$ cat config.mk
export PLATFORM = sky130hd
export DESIGN_NAME = amplifier_alarm_qualifier_core
export DESIGN_NICKNAME = d
export VERILOG_FILES = /design/src/hw/rtl/aaq_pkg.sv /design/src/hw/rtl/aaq_swr_qual.sv /design/src/hw/rtl/aaq_fwd_qual.sv /design/src/hw/rtl/aaq_temp_qual.sv /design/src/hw/rtl/amplifier_alarm_qualifier_core.sv
export SDC_FILE = /design/constraint.sdc
export NUM_CORES = 1
export LEC_CHECK = 0
export ABC_AREA = 1
export BUFFER_PORTS_ARGS = -buffer_cell sky130_fd_sc_hd__buf_2
export CORE_MARGIN = 2
export CORE_UTILIZATION = 30
export CTS_BUF_LIST = sky130_fd_sc_hd__clkbuf_8
export DETAILED_ROUTE_END_ITERATION = 8
export GPL_TIMING_DRIVEN = 0
export SYNTH_ARGS = -nofsm -noshare
export SYNTH_HDL_FRONTEND = slang
export SYNTH_SLANG_ARGS = --single-unit
$ cat constraint.sdc
create_clock -name clock -period 5.2 [get_ports clock]
set_clock_uncertainty 0.1 [all_clocks]
set_input_delay 1.04 -clock clock [delete_from_list [all_inputs] [get_ports clock]]
set_output_delay 1.04 -clock clock [all_outputs]
set_load 0.01 [all_outputs]
$ cat src/hw/rtl/aaq_pkg.sv
`timescale 1ns / 1ps
// Package for the amplifier alarm qualifier: transfer payload types,
// threshold register map and qualification constants. No dependencies.
package aaq_pkg;

   localparam int unsigned CSR_INDEX_W = 3;
   localparam int unsigned CSR_DATA_W  = 16;
   localparam int unsigned SWR_CNT_W   = 4;
   localparam int unsigned TEMP_CNT_W  = 6;

   localparam logic signed [15:0]      SWR_MIN_FWD   = 16'sd300;
   localparam logic [SWR_CNT_W-1:0]    SWR_FWD_LIMIT = 4'd10;
   localparam logic [TEMP_CNT_W-1:0]   TEMP_LIMIT    = 6'd60;

   typedef enum logic [CSR_INDEX_W-1:0] {
      REG_SWR_CRITICAL  = 3'd0,
      REG_SWR_WARNING   = 3'd1,
      REG_FWD_CRITICAL  = 3'd2,
      REG_FWD_WARNING   = 3'd3,
      REG_TEMP_LOW_CRIT = 3'd4,
      REG_TEMP_LOW_WARN = 3'd5,
      REG_TEMP_HIGH_WARN = 3'd6,
      REG_TEMP_HIGH_CRIT = 3'd7
   } csr_index_type;

   localparam logic signed [15:0] TEMP_LOW_WARNING_RST   = 16'sd10;
   localparam logic signed [15:0] TEMP_HIGH_WARNING_RST  = 16'sd75;
   localparam logic signed [15:0] TEMP_HIGH_CRITICAL_RST = 16'sd80;

   typedef struct packed {
      logic signed [15:0] swr_critical_threshold;
      logic signed [15:0] swr_warning_threshold;
      logic signed [15:0] fwd_critical_threshold;
      logic signed [15:0] fwd_warning_threshold;
      logic signed [15:0] temp_low_critical;
      logic signed [15:0] temp_low_warning;
      logic signed [15:0] temp_high_warning;
      logic signed [15:0] temp_high_critical;
   } thr_type;

   typedef struct packed {
      logic signed [15:0] swr_reading;
      logic signed [15:0] fwd_power;
      logic signed [15:0] temperature;
      logic               recently_on;
      logic               standby;
   } req_type;

   typedef struct packed {
      logic swr_warning;
      logic swr_critical;
      logic fwd_warning;
      logic fwd_critical;
      logic temp_warning;
      logic temp_critical;
      logic any_critical;
      logic any_warning;
      logic attenuate_max;
   } rsp_type;

   // SWR qualifier status towards the output stage and the temperature unit
   typedef struct packed {
      logic warning;
      logic critical;
      logic attenuate;
      logic clr_temp_warning;
   } swr_stat_type;

   typedef struct packed {
      logic warning;
      logic critical;
   } alarm_pair_type;

endpackage

$ cat src/hw/rtl/aaq_swr_qual.sv
`timescale 1ns / 1ps
// SWR qualifier: class counters, alarm bits and critical latch.
// Depends on aaq_pkg.
module aaq_swr_qual (
   input  logic                clock,
   input  logic                reset,
   input  logic                update,
   input  logic signed [15:0]  swr_reading,
   input  logic signed [15:0]  fwd_power,
   input  logic                recently_on,
   input  logic signed [15:0]  crit_thr,
   input  logic signed [15:0]  warn_thr,
   output aaq_pkg::swr_stat_type stat
);

   logic [aaq_pkg::SWR_CNT_W-1:0] crit_cnt_ff, crit_cnt_in;
   logic [aaq_pkg::SWR_CNT_W-1:0] warn_cnt_ff, warn_cnt_in;
   logic [aaq_pkg::SWR_CNT_W-1:0] ok_cnt_ff, ok_cnt_in;
   logic warn_ff, warn_in, crit_ff, crit_in, latch_ff, latch_in;
   logic fwd_ok, crit_hit, warn_hit, ok_hit, en;

   assign en       = update && !recently_on;
   assign fwd_ok   = fwd_power > aaq_pkg::SWR_MIN_FWD;
   assign crit_hit = (swr_reading < crit_thr) && fwd_ok;
   assign warn_hit = !crit_hit && (swr_reading < warn_thr) && fwd_ok;
   assign ok_hit   = !crit_hit && !warn_hit && (swr_reading >= warn_thr);

   always_comb begin
      crit_cnt_in = crit_cnt_ff;
      warn_cnt_in = warn_cnt_ff;
      ok_cnt_in   = ok_cnt_ff;
      warn_in     = warn_ff;
      crit_in     = crit_ff;
      latch_in    = latch_ff;
      stat.attenuate        = 1'b0;
      stat.clr_temp_warning = 1'b0;
      if (en) begin
         priority if (crit_hit) begin
            warn_cnt_in = '0;
            ok_cnt_in   = '0;
            if (crit_cnt_ff < aaq_pkg::SWR_FWD_LIMIT) begin
               crit_cnt_in = crit_cnt_ff + 1'b1;
            end else begin
               crit_in  = 1'b1;
               warn_in  = 1'b0;
               latch_in = 1'b1;
               stat.attenuate        = 1'b1;
               stat.clr_temp_warning = !latch_ff;
            end
         end else if (warn_hit) begin
            crit_cnt_in = '0;
            ok_cnt_in   = '0;
            if (warn_cnt_ff < aaq_pkg::SWR_FWD_LIMIT) begin
               warn_cnt_in = warn_cnt_ff + 1'b1;
            end else begin
               warn_in  = 1'b1;
               crit_in  = 1'b0;
               latch_in = 1'b0;
            end
         end else if (ok_hit) begin
            crit_cnt_in = '0;
            warn_cnt_in = '0;
            if (ok_cnt_ff < aaq_pkg::SWR_FWD_LIMIT) begin
               ok_cnt_in = ok_cnt_ff + 1'b1;
            end else begin
               warn_in  = 1'b0;
               crit_in  = 1'b0;
               latch_in = 1'b0;
            end
         end else begin
         end
      end
      stat.warning  = warn_in;
      stat.critical = crit_in;
   end

   always_ff @(posedge clock) begin
      if (reset) begin
         crit_cnt_ff <= '0;
         warn_cnt_ff <= '0;
         ok_cnt_ff   <= '0;
         warn_ff     <= 1'b0;
         crit_ff     <= 1'b0;
         latch_ff    <= 1'b0;
      end else begin
         crit_cnt_ff <= crit_cnt_in;
         warn_cnt_ff <= warn_cnt_in;
         ok_cnt_ff   <= ok_cnt_in;
         warn_ff     <= warn_in;
         crit_ff     <= crit_in;
         latch_ff    <= latch_in;
      end
   end

endmodule

$ cat src/hw/rtl/aaq_fwd_qual.sv
`timescale 1ns / 1ps
// Forward power qualifier: class counters and alarm bits, standby clear.
// Depends on aaq_pkg.
module aaq_fwd_qual (
   input  logic                  clock,
   input  logic                  reset,
   input  logic                  update,
   input  logic signed [15:0]    fwd_power,
   input  logic                  recently_on,
   input  logic                  standby,
   input  logic signed [15:0]    crit_thr,
   input  logic signed [15:0]    warn_thr,
   output aaq_pkg::alarm_pair_type alarm
);

   logic [aaq_pkg::SWR_CNT_W-1:0] crit_cnt_ff, crit_cnt_in;
   logic [aaq_pkg::SWR_CNT_W-1:0] warn_cnt_ff, warn_cnt_in;
   logic [aaq_pkg::SWR_CNT_W-1:0] ok_cnt_ff, ok_cnt_in;
   logic warn_ff, warn_in, crit_ff, crit_in;
   logic crit_cls, warn_cls;

   assign crit_cls = fwd_power < crit_thr;
   assign warn_cls = fwd_power < warn_thr;

   always_comb begin
      crit_cnt_in = crit_cnt_ff;
      warn_cnt_in = warn_cnt_ff;
      ok_cnt_in   = ok_cnt_ff;
      warn_in     = warn_ff;
      crit_in     = crit_ff;
      if (update && !recently_on) begin
         priority if (standby) begin
            warn_in = 1'b0;
            crit_in = 1'b0;
         end else if (crit_cls) begin
            warn_cnt_in = '0;
            ok_cnt_in   = '0;
            if (crit_cnt_ff < aaq_pkg::SWR_FWD_LIMIT) begin
               crit_cnt_in = crit_cnt_ff + 1'b1;
            end else begin
               crit_in = 1'b1;
               warn_in = 1'b0;
            end
         end else if (warn_cls) begin
            crit_cnt_in = '0;
            ok_cnt_in   = '0;
            if (warn_cnt_ff < aaq_pkg::SWR_FWD_LIMIT) begin
               warn_cnt_in = warn_cnt_ff + 1'b1;
            end else begin
               warn_in = 1'b1;
               crit_in = 1'b0;
            end
         end else begin
            crit_cnt_in = '0;
            warn_cnt_in = '0;
            if (ok_cnt_ff < aaq_pkg::SWR_FWD_LIMIT) begin
               ok_cnt_in = ok_cnt_ff + 1'b1;
            end else begin
               warn_in = 1'b0;
               crit_in = 1'b0;
            end
         end
      end
      alarm.warning  = warn_in;
      alarm.critical = crit_in;
   end

   always_ff @(posedge clock) begin
      if (reset) begin
         crit_cnt_ff <= '0;
         warn_cnt_ff <= '0;
         ok_cnt_ff   <= '0;
         warn_ff     <= 1'b0;
         crit_ff     <= 1'b0;
      end else begin
         crit_cnt_ff <= crit_cnt_in;
         warn_cnt_ff <= warn_cnt_in;
         ok_cnt_ff   <= ok_cnt_in;
         warn_ff     <= warn_in;
         crit_ff     <= crit_in;
      end
   end

endmodule

$ cat src/hw/rtl/aaq_temp_qual.sv
`timescale 1ns / 1ps
// Temperature qualifier: window classes, saturating counters, alarm bits.
// Depends on aaq_pkg.
module aaq_temp_qual (
   input  logic                  clock,
   input  logic                  reset,
   input  logic                  update,
   input  logic signed [15:0]    temperature,
   input  logic                  clr_warning_cnt,
   input  aaq_pkg::thr_type      thr,
   output aaq_pkg::alarm_pair_type alarm
);

   logic [aaq_pkg::TEMP_CNT_W-1:0] crit_cnt_ff, crit_cnt_in;
   logic [aaq_pkg::TEMP_CNT_W-1:0] warn_cnt_ff, warn_cnt_in;
   logic [aaq_pkg::TEMP_CNT_W-1:0] ok_cnt_ff, ok_cnt_in;
   logic [aaq_pkg::TEMP_CNT_W-1:0] warn_base;
   logic warn_ff, warn_in, crit_ff, crit_in;
   logic crit_cls, warn_cls;

   assign crit_cls  = (temperature < thr.temp_low_critical) ||
                      (temperature > thr.temp_high_critical);
   assign warn_cls  = (temperature < thr.temp_low_warning) ||
                      (temperature > thr.temp_high_warning);
   assign warn_base = clr_warning_cnt ? '0 : warn_cnt_ff;

   always_comb begin
      crit_cnt_in = crit_cnt_ff;
      warn_cnt_in = warn_cnt_ff;
      ok_cnt_in   = ok_cnt_ff;
      warn_in     = warn_ff;
      crit_in     = crit_ff;
      if (update) begin
         priority if (crit_cls) begin
            warn_cnt_in = '0;
            ok_cnt_in   = '0;
            crit_cnt_in = (crit_cnt_ff < aaq_pkg::TEMP_LIMIT) ?
                          crit_cnt_ff + 1'b1 : crit_cnt_ff;
            if (crit_cnt_in == aaq_pkg::TEMP_LIMIT) begin
               crit_in = 1'b1;
               warn_in = 1'b0;
            end
         end else if (warn_cls) begin
            crit_cnt_in = '0;
            ok_cnt_in   = '0;
            warn_cnt_in = (warn_base < aaq_pkg::TEMP_LIMIT) ?
                          warn_base + 1'b1 : warn_base;
            if (warn_cnt_in == aaq_pkg::TEMP_LIMIT) begin
               warn_in = 1'b1;
               crit_in = 1'b0;
            end
         end else begin
            crit_cnt_in = '0;
            warn_cnt_in = '0;
            ok_cnt_in   = (ok_cnt_ff < aaq_pkg::TEMP_LIMIT) ?
                          ok_cnt_ff + 1'b1 : ok_cnt_ff;
            if (ok_cnt_in == aaq_pkg::TEMP_LIMIT) begin
               warn_in = 1'b0;
               crit_in = 1'b0;
            end
         end
      end
      alarm.warning  = warn_in;
      alarm.critical = crit_in;
   end

   always_ff @(posedge clock) begin
      if (reset) begin
         crit_cnt_ff <= '0;
         warn_cnt_ff <= '0;
         ok_cnt_ff   <= '0;
         warn_ff     <= 1'b0;
         crit_ff     <= 1'b0;
      end else begin
         crit_cnt_ff <= crit_cnt_in;
         warn_cnt_ff <= warn_cnt_in;
         ok_cnt_ff   <= ok_cnt_in;
         warn_ff     <= warn_in;
         crit_ff     <= crit_in;
      end
   end

endmodule

$ cat src/hw/rtl/amplifier_alarm_qualifier_core.sv
`timescale 1ns / 1ps
// Amplifier alarm qualifier top level: threshold registers, input and result
// registers, three qualifiers. Depends on aaq_pkg and the aaq_*_qual modules.
//
//   channel | ports                        | moves
//   --------+------------------------------+-----------------------------------
//   request | req_valid req_ready req_data | one measurement set per transfer
//   result  | rsp_valid rsp_ready rsp_data | alarm bits, summaries, attenuation
//   csr     | csr_write_en csr_index csr_wdata | threshold write, no wait
//
// One set per cycle sustained while results are taken; rsp_valid rises once a set
// passes from the input register through qualifier logic into the result register.
// Qualifier state advances when an item moves from input to result register.
// A stalled result holds the input register; req_ready then drops once it fills.
// Reset clears counters and alarm bits and restores threshold defaults.
module amplifier_alarm_qualifier_core (
   input  logic                               clock,
   input  logic                               reset,
   input  logic                               req_valid,
   output logic                               req_ready,
   input  aaq_pkg::req_type                   req_data,
   output logic                               rsp_valid,
   input  logic                               rsp_ready,
   output aaq_pkg::rsp_type                   rsp_data,
   input  logic                               csr_write_en,
   input  logic [aaq_pkg::CSR_INDEX_W-1:0]    csr_index,
   input  logic [aaq_pkg::CSR_DATA_W-1:0]     csr_wdata
);

   aaq_pkg::thr_type       thr_ff;
   aaq_pkg::req_type       s1_data_ff;
   logic                   s1_valid_ff, s1_valid_in;
   logic                   rsp_valid_ff, rsp_valid_in;
   aaq_pkg::rsp_type       rsp_data_ff, rsp_data_in;
   logic                   advance;
   aaq_pkg::swr_stat_type  swr_stat;
   aaq_pkg::alarm_pair_type fwd_alarm, temp_alarm;

   assign advance      = s1_valid_ff && (!rsp_valid_ff || rsp_ready);
   assign req_ready    = !s1_valid_ff || advance;
   assign s1_valid_in  = (req_valid && req_ready) || (s1_valid_ff && !advance);
   assign rsp_valid_in = advance || (rsp_valid_ff && !rsp_ready);
   assign rsp_valid    = rsp_valid_ff;
   assign rsp_data     = rsp_data_ff;

   always_ff @(posedge clock) begin
      if (reset) begin
         thr_ff.swr_critical_threshold <= '0;
         thr_ff.swr_warning_threshold  <= '0;
         thr_ff.fwd_critical_threshold <= '0;
         thr_ff.fwd_warning_threshold  <= '0;
         thr_ff.temp_low_critical      <= '0;
         thr_ff.temp_low_warning       <= aaq_pkg::TEMP_LOW_WARNING_RST;
         thr_ff.temp_high_warning      <= aaq_pkg::TEMP_HIGH_WARNING_RST;
         thr_ff.temp_high_critical     <= aaq_pkg::TEMP_HIGH_CRITICAL_RST;
      end else if (csr_write_en) begin
         unique case (csr_index)
            aaq_pkg::REG_SWR_CRITICAL:   thr_ff.swr_critical_threshold <= csr_wdata;
            aaq_pkg::REG_SWR_WARNING:    thr_ff.swr_warning_threshold  <= csr_wdata;
            aaq_pkg::REG_FWD_CRITICAL:   thr_ff.fwd_critical_threshold <= csr_wdata;
            aaq_pkg::REG_FWD_WARNING:    thr_ff.fwd_warning_threshold  <= csr_wdata;
            aaq_pkg::REG_TEMP_LOW_CRIT:  thr_ff.temp_low_critical      <= csr_wdata;
            aaq_pkg::REG_TEMP_LOW_WARN:  thr_ff.temp_low_warning       <= csr_wdata;
            aaq_pkg::REG_TEMP_HIGH_WARN: thr_ff.temp_high_warning      <= csr_wdata;
            aaq_pkg::REG_TEMP_HIGH_CRIT: thr_ff.temp_high_critical     <= csr_wdata;
            default: begin
            end
         endcase
      end
   end

   aaq_swr_qual u_swr (
      .clock       (clock),
      .reset       (reset),
      .update      (advance),
      .swr_reading (s1_data_ff.swr_reading),
      .fwd_power   (s1_data_ff.fwd_power),
      .recently_on (s1_data_ff.recently_on),
      .crit_thr    (thr_ff.swr_critical_threshold),
      .warn_thr    (thr_ff.swr_warning_threshold),
      .stat        (swr_stat)
   );

   aaq_fwd_qual u_fwd (
      .clock       (clock),
      .reset       (reset),
      .update      (advance),
      .fwd_power   (s1_data_ff.fwd_power),
      .recently_on (s1_data_ff.recently_on),
      .standby     (s1_data_ff.standby),
      .crit_thr    (thr_ff.fwd_critical_threshold),
      .warn_thr    (thr_ff.fwd_warning_threshold),
      .alarm       (fwd_alarm)
   );

   aaq_temp_qual u_temp (
      .clock           (clock),
      .reset           (reset),
      .update          (advance),
      .temperature     (s1_data_ff.temperature),
      .clr_warning_cnt (swr_stat.clr_temp_warning),
      .thr             (thr_ff),
      .alarm           (temp_alarm)
   );

   always_comb begin
      rsp_data_in.swr_warning   = swr_stat.warning;
      rsp_data_in.swr_critical  = swr_stat.critical;
      rsp_data_in.fwd_warning   = fwd_alarm.warning;
      rsp_data_in.fwd_critical  = fwd_alarm.critical;
      rsp_data_in.temp_warning  = temp_alarm.warning;
      rsp_data_in.temp_critical = temp_alarm.critical;
      rsp_data_in.any_critical  = swr_stat.critical | fwd_alarm.critical |
                                  temp_alarm.critical;
      rsp_data_in.any_warning   = swr_stat.warning | fwd_alarm.warning |
                                  temp_alarm.warning;
      rsp_data_in.attenuate_max = swr_stat.attenuate;
   end

   always_ff @(posedge clock) begin
      if (reset) begin
         s1_valid_ff  <= 1'b0;
         rsp_valid_ff <= 1'b0;
      end else begin
         s1_valid_ff  <= s1_valid_in;
         rsp_valid_ff <= rsp_valid_in;
      end
   end

   always_ff @(posedge clock) begin
      if (req_valid && req_ready) begin
         s1_data_ff <= req_data;
      end
      if (advance) begin
         rsp_data_ff <= rsp_data_in;
      end
   end

endmodule

==> impl_metrics.tcl <==
set metrics [dict create \
    overflow 0 \
    critPathKind "flop to flop" \
    worst_pin_slew_ns 0.767 \
    hold_class "flop to flop" \
    clock_sinks 238 \
    fin_setup_tns_ns 0 \
    layout_common_cells "238 x inv_1, 220 x a21oi_1, 179 x dfxtp_1" \
    antenna_found_initial 0 \
    dpl.hpwl_um 23400 \
    final_nets 1772 \
    period_needed_ns 3.45 \
    startpoint_type "flop" \
    ys_seq_elements 238 \
    wl_met3_um 1210 \
    syn_nets 1643 \
    finalWorstSetupSlack_ns 1.75 \
    synth_enable_flop_cells 59 \
    diodes 0 \
    initial_utilization_pct 30.3 \
    ir_worst_vdd_v 0.000167 \
    vias 10045 \
    clk_latency_ns 0.59 \
    cp.required_ns 5.42 \
    synthToLayoutAreaGrowth_pct 15.6 \
    async_flop_share_pct 0 \
    cts_tree "built" \
    numCtsBuffers 43 \
    wire_per_inst_um 15.1 \
    synth_top_area_share_pct 29.8 \
    clockRootBuffer "clkbuf_8" \
    boundaryPins 85 \
    power_density_nw_per_um2 295 \
    drt_first_pass_iters 5 \
    yosys_warnings 0 \
    cts_resized 0 \
    cts.clk_slew.worst_paths_ns 0.06 \
    slew_violations 0 \
    ys.flop_type "dfxtp_1" \
    critical_path_peak_fanout 10 \
    status "finished clean" \
    htree_levels 2 \
    wl_met1_um 14400 \
    viasPerCell 4.73 \
    numPortBuffers 83 \
    dp_slack_ns 1.50 \
    ant_nets 0 \
    maxCapViolCount 0 \
    synthTopCellsByArea "dfxtp_1 30%, edfxtp_1 15%, ha_1 14%" \
    max_freq_ghz 0.290 \
    final_hold_viol_count 0 \
    core_um2 39600 \
    fillers 4170 \
    p_leak_nw 5.74 \
    drc 0 \
    cts_setup_buffers 0 \
    fp.dieW_um 204 \
    route.met2.wl_um 15100 \
    crit_path_end_kind "flop" \
    die_height_um 204 \
    ys_seq_area_share_pct 44.5 \
    synth_area_leader_cell "dfxtp_1" \
    dieArea_um2 41700 \
    layout-drive-gt1-share_pct 11.7 \
    setup_violations 0 \
    crit_arrival_ns 3.67 \
    netlist_area_um2 12000 \
    dr.max_layer_used "met4" \
    drtIter0Drc 430 \
    clock_path_buffers 3 \
    wl_um 32000 \
    grt_pass1_vias 9810 \
    finish.utilization_pct 35.1 \
    cts_hold_buffers 0 \
    track_usage_pct 15.3 \
    rsz0062_at_grt "false" \
    fp-row-count 73 \
    place_congestion 0.867 \
    synth_cell_types 50 \
    maxSlewHeadroom_pct 48.9 \
    layout_commonest_cell "inv_1" \
    grt_start_max_net_pins 28 \
    syn_inst 1437 \
    syn_area_per_cell_um2 8.37 \
    post-route-period-util_pct 66.4 \
    grt_pass1_wl_um 50300 \
]
state kept, by name, indices dropped and copies added (netlist names), 4 cells and up:
register	flops
u_fwd.crit_cnt_ff	4
u_temp.warn_cnt_ff	6
u_temp.crit_cnt_ff	6
u_swr.crit_cnt_ff	4
u_fwd.warn_cnt_ff	4
u_temp.ok_cnt_ff	6
u_swr.warn_cnt_ff	4
u_fwd.ok_cnt_ff	4
u_swr.ok_cnt_ff	4
rsp_data	9
s1_data_ff	50
thr_ff	128
layout make-up:
cell class                 count  area, um2  area share, %
multi-input combinational    922       5620           40.5
timing repair buffer          84        435           3.13
tap                          525        657           4.73
clock buffer                  45        619           4.46
inverter                     234        881           6.34
sequential                   238       5360           38.5
clock inverter                34        159           1.14
buffer                        43        169           1.22
final timing paths:
| kind | startpoint | endpoint | slack, ns | cells after the start |
|---|---|---|---|---|
| setup / recovery | s1_data_ff[39] | rsp_data[1] | 1.75 | 25 |
| hold / removal | thr_ff[64] | thr_ff[64] | 0.35 | 2 |
| setup reg to reg | s1_data_ff[39] | rsp_data[1] | 1.75 | 25 |
| hold reg to reg | thr_ff[64] | thr_ff[64] | 0.35 | 2 |
layer usage:
metal,global-route usage [%],vias to the layer above
li1,-,5103
met1,18.6,4655
met2,26.4,203
met3,2.65,84
met4,6.73,0
met5,0,-
worst max-delay path: stages (launching register included):
cell	delay [ns]
edfxtp_1	0.41
ha_1	0.31
a21oi_1	0.15
nor2_1	0.06
nor3_2	0.10
nand2_1	0.13
nand2_1	0.10
nand2_1	0.05
nand2_1	0.07
nand2_2	0.12
nand4_4	0.12
buf_6	0.16
nand2_1	0.06
inv_1	0.05
ha_1	0.18
inv_1	0.07
o311ai_0	0.27
nand2_1	0.11
nor2_1	0.15
nor2_2	0.05
nand2_1	0.06
nand2_1	0.05
nand2_1	0.06
nand2_1	0.06
nand2_2	0.08
nand2_1	0.06
power breakdown:
part	leakage [nW]	switching [W]	internal, W	total (W)
combinational	3.24	0.000302	0.000167	0.000469
sequential	2.03	0.0000425	0.00197	0.00201
clock	0.474	0.000816	0.000810	0.00163
synth_stat cells (11+ instances only):
master    count
a21oi_1     220
inv_1       220
dfxtp_1     179
nand2_1     169
o21ai_0     153
ha_1        132
nor2_1       76
edfxtp_1     59
nand3_1      41
clkbuf_1     40
nand4_1      15
o211ai_1     14
nor3_1       13
inv_2        11
logic make-up (layout without fill, tap and decap cells):
| family | after synthesis | after routing | share of synthesized area [%] |
|---|---|---|---|
| simple gates | 345 | 345 | 12.7 |
| compound gates | 428 | 428 | 19.1 |
| buf+inv | 277 | 440 | 8.73 |
| fa+ha+maj | 132 | 132 | 13.7 |
| flops | 238 | 238 | 44.5 |
| mux | 1 | 1 | 0.0936 |
| xor+xnor | 16 | 16 | 1.17 |
per-stage QoR:
| stage | std cells | hold WS (ns) | cell area, um2 | power (W) |
|---|---|---|---|---|
| detailed placement | 2046 | 0.342 | 13100 | 0.00252 |
| floorplan | 1437 | 0.324 | 12000 | 0.00234 |
| global route | 2125 | 0.364 | 13900 | 0.00432 |
| finish | 2125 | 0.352 | 13900 | 0.00411 |
| global placement | 2045 | 0.337 | 13100 | 0.00250 |
| CTS | 2125 | 0.352 | 13900 | 0.00416 |
No activity file was read; power rests on OpenSTA's default activity.
